<file path="config.mk">
export PLATFORM = sky130hd
export DESIGN_NAME = pcbd_match
export DESIGN_NICKNAME = d
export VERILOG_FILES = /design/src/hdl/pcbd_pkg.sv /design/src/hdl/pcbd_match.sv
export SDC_FILE = /design/constraint.sdc
export NUM_CORES = 1
export LEC_CHECK = 0
export ABC_AREA = 0
export ABC_CLOCK_PERIOD_IN_PS = 1300
export BUFFER_PORTS_ARGS = -buffer_cell sky130_fd_sc_hd__buf_2
export CAP_MARGIN = 5
export CORE_UTILIZATION = 30
export DETAILED_ROUTE_END_ITERATION = 8
export GPL_ROUTABILITY_DRIVEN = 0
export PLACE_DENSITY = 0.72
export SLEW_MARGIN = 20
export SYNTH_ARGS = -nofsm -noshare
export SYNTH_HDL_FRONTEND = slang
export SYNTH_SLANG_ARGS = --single-unit
</file>
<file path="constraint.sdc">
create_clock -name vclk -period 1.3
set_input_delay 0.065 -clock vclk [all_inputs]
set_output_delay 0.065 -clock vclk [all_outputs]
set_load 0.02 [all_outputs]
</file>
<file path="src/hdl/pcbd_pkg.sv">
// ----------------------------------------------------------------------------
// pcbd_pkg
// Shared types and constants of the prefix code bit decoder.
// ----------------------------------------------------------------------------
package pcbd_pkg;

	// command codes carried in the input tuser
	localparam logic CMD_LOAD   = 1'b0;
	localparam logic CMD_DECODE = 1'b1;

	// fixed field widths
	localparam int SYM_OUT_W = 8;
	localparam int CODE_W    = 16;
	localparam int LEN_W     = 5;
	localparam int CMP_W     = 6;
	localparam int IN_DATA_W = 32;

	// bit positions of the input tdata fields
	localparam int SYM_LSB  = 0;
	localparam int CODE_LSB = 8;
	localparam int LEN_LSB  = 24;
	localparam int BIT_LSB  = 29;

	// one table entry as read back by the scan
	typedef struct packed {
		logic              vld;
		logic [CODE_W-1:0] code;
		logic [LEN_W-1:0]  len;
	} tbl_rd_t;

	// stored part of an entry
	typedef struct packed {
		logic [CODE_W-1:0] code;
		logic [LEN_W-1:0]  len;
	} entry_t;

endpackage

</file>
<file path="src/hdl/pcbd_match.sv">
// ----------------------------------------------------------------------------
// pcbd_match
// Shared comparator: checks one table entry against the running prefix.
// ----------------------------------------------------------------------------
module pcbd_match (
	input  pcbd_pkg::tbl_rd_t                entry,
	input  logic [pcbd_pkg::CODE_W-1:0]      prefix_bits,
	input  logic [pcbd_pkg::CMP_W-1:0]       prefix_count,
	output logic                             hit
);

	logic [pcbd_pkg::CODE_W-1:0] mask;
	logic                        len_ok;

	// mask of the low len bits
	always_comb begin
		for (int i = 0; i < pcbd_pkg::CODE_W; i++) begin
			mask[i] = (pcbd_pkg::CMP_W'(i) < {1'b0, entry.len});
		end
	end

	// used entry, at most code width, same length as the prefix
	assign len_ok = entry.vld && (entry.len != '0)
		&& ({1'b0, entry.len} <= pcbd_pkg::CMP_W'(pcbd_pkg::CODE_W))
		&& ({1'b0, entry.len} == prefix_count);

	assign hit = len_ok && (((entry.code ^ prefix_bits) & mask) == '0);

endmodule

</file>
==> results.cfg <==
[routing]
wl_per_cell_um = 10.6
vias = 626
wirelength_um = 1340
drtIter0Drc = 3
ant_nets = 0
vias_per_cell = 4.93
drtPass1Iterations = 2
drc = 0

[placed_design]
placedInstanceArea_um2 = 729
dp_cells = 127
pre_cts_ws_ns = -0.242
hpwl_um = 1150
portBuffers = 45

[floorplanning]
core_area_um2 = 1350
die_h_um = 40.8
die_area_um2 = 1660
fp-row-count = 13
ioPinCount = 45
die_w_um = 40.8
start_util = 0.334

[critical_path]
path_buf_inv = 2
worstSetupStartpointType = primary input
arrival_ns = 1.37
cp_max_fo = 6
criticalPathCategory = primary input to output pin
path_delay_family = simple AND/OR/NAND/NOR gates
cp_cell_sequence = buf_2, or4_4, a21oi_2, o211ai_1, nor4_4, buf_4
slowest_stage = or4_4
worstSetupEndpointType = output pin
crit_required_ns = 1.24
cpPeakStageDelay_ns = 0.56

[finish]
seq_cells = 0
area_growth_pct = 70.3
final_layout_size_suffix_gt1_frac = 0.571
regArea_um2 = 0
fill_cells = 139
clkbuf_count = 0
layoutNonFillerInstCount = 127
design_area_um2 = 767
num-nets-final = 158
num_antenna_cells = 0
utilization = 0.568

[timing]
tns_ns = -0.133
fin_ws_ns = -0.133
maxSlewHeadroom = 0.771
drv_slew = 0
final_hold_viol_count = 0
min_period_ns = 1.43
timing.hold.ws_ns = 0.722
worstMarginPinSlew_ns = 0.344
fin_crit_sh = 1.10
grt_setup_unrepaired = yes
finalSetupViolCount = 1
fmax_mhz = 698

[clocking]
post_cts_buffers = 0
cts_hold_buf = 0

[grt]
grt_pass1_vias = 479
grt_start_max_net_pins = 11
grt_overflow_total = 0
grt_util_all_layers = 0.155
grt_antenna_before_repair = 0
grt_pass1_wl_um = 1800

[synthesis]
ys.warnings.count = 0
synth_fp_nets = 110
synth_top_area_frac = 0.311
synth_common_cells = 16 x xnor2_1, 8 x o21ai_0, 6 x nand2_1
seq_area_frac_synth = 0
yosysTopAreaCell = xnor2_1
synth_area_per_cell_um2 = 6.82
yosysMostFrequentCell = xnor2_1
synthTopCellsByArea = xnor2_1 31%, o21ai_0 8.9%, xor2_1 7.8%, nand2_1 5.0%, a21oi_1 4.4%
syn_area_um2 = 450
synthCells = 66
synth_cell_type_count = 25

[flow_run]
cap_violations = 0

[power]
power.leakage_nw = 0.347
design_power_total_uw = 247
power.density_cell_area_nw_per_um2 = 322
vdd_drop_max_uv = 150

[outcome]
status = complete, but fails checks
failed_checks = setup timing

[hold_path]
min_path_type = primary input to output pin
power breakdown:
| part | internal, mW | leakage (nW) | switching [mW] |
|---|---|---|---|
| registers | 0 | 0 | 0 |
| logic | 0.133 | 0.347 | 0.114 |
| clock network | 0 | 0 | 0 |
| total | 0.133 | 0.347 | 0.114 |
cell type report:
class	instances	area (um^2)	share of cell area
tap	15	18.8	0.0245
timing repair buffer	51	273	0.356
multi-input combinational	59	468	0.610
inverter	2	7.51	0.00979
per-layer routing:
layer / wire [um] / track usage / share of wire / vias to the layer above
met4: 0 / 0 / 0 / 0
met5: 0 / 0 / 0 / -
met1: 584 / 0.176 / 0.44 / 271
met3: 74 / 0 / 0.055 / 0
li1: - / - / - / 330
met2: 682 / 0.329 / 0.51 / 25
layout by cell type (no fill, tap or decap), types with 2 or more instances in the layout:
master | synthesis | routed
inv_1 | 2 | 2
xnor2_1 | 16 | 14
buf_4 | 0 | 7
nand3_1 | 2 | 2
xnor2_2 | 0 | 2
xor2_1 | 4 | 4
o211ai_1 | 2 | 2
a211oi_2 | 0 | 2
buf_2 | 1 | 44
a21oi_2 | 0 | 3
nor2_1 | 3 | 3
nand2_1 | 6 | 6
o21ai_0 | 8 | 7
cell families (layout without fill, tap and decap cells):
kind of cell / Yosys count / after routing / synth area share
and+or+nand+nor: 17 / 17 / 0.217
xor gates and xnor gates: 20 / 20 / 0.389
adders and majority gates: 1 / 1 / 0.0222
buffers and inverters: 7 / 53 / 0.0778
AOI/OAI and AO/OA: 21 / 21 / 0.294
tightest hold or removal path, cell delays in order:
cell	delay [ns]
buf_2	0.16
o32a_1	0.23
nor4_4	0.05
buf_4	0.15
path summary, 6_finish.rpt:
path / startpoint / slack (ns) / cells past startpoint / endpoint
setup / recovery: entry[2] / -0.13 / 6 / hit
hold / removal: entry[3] / 0.72 / 4 / hit
timing repair:
item                       CTS  global route
resized for setup            3             6
setup endpoints to repair    1             1
pin swaps                    2             1
No activity file was read; power rests on OpenSTA's default activity.
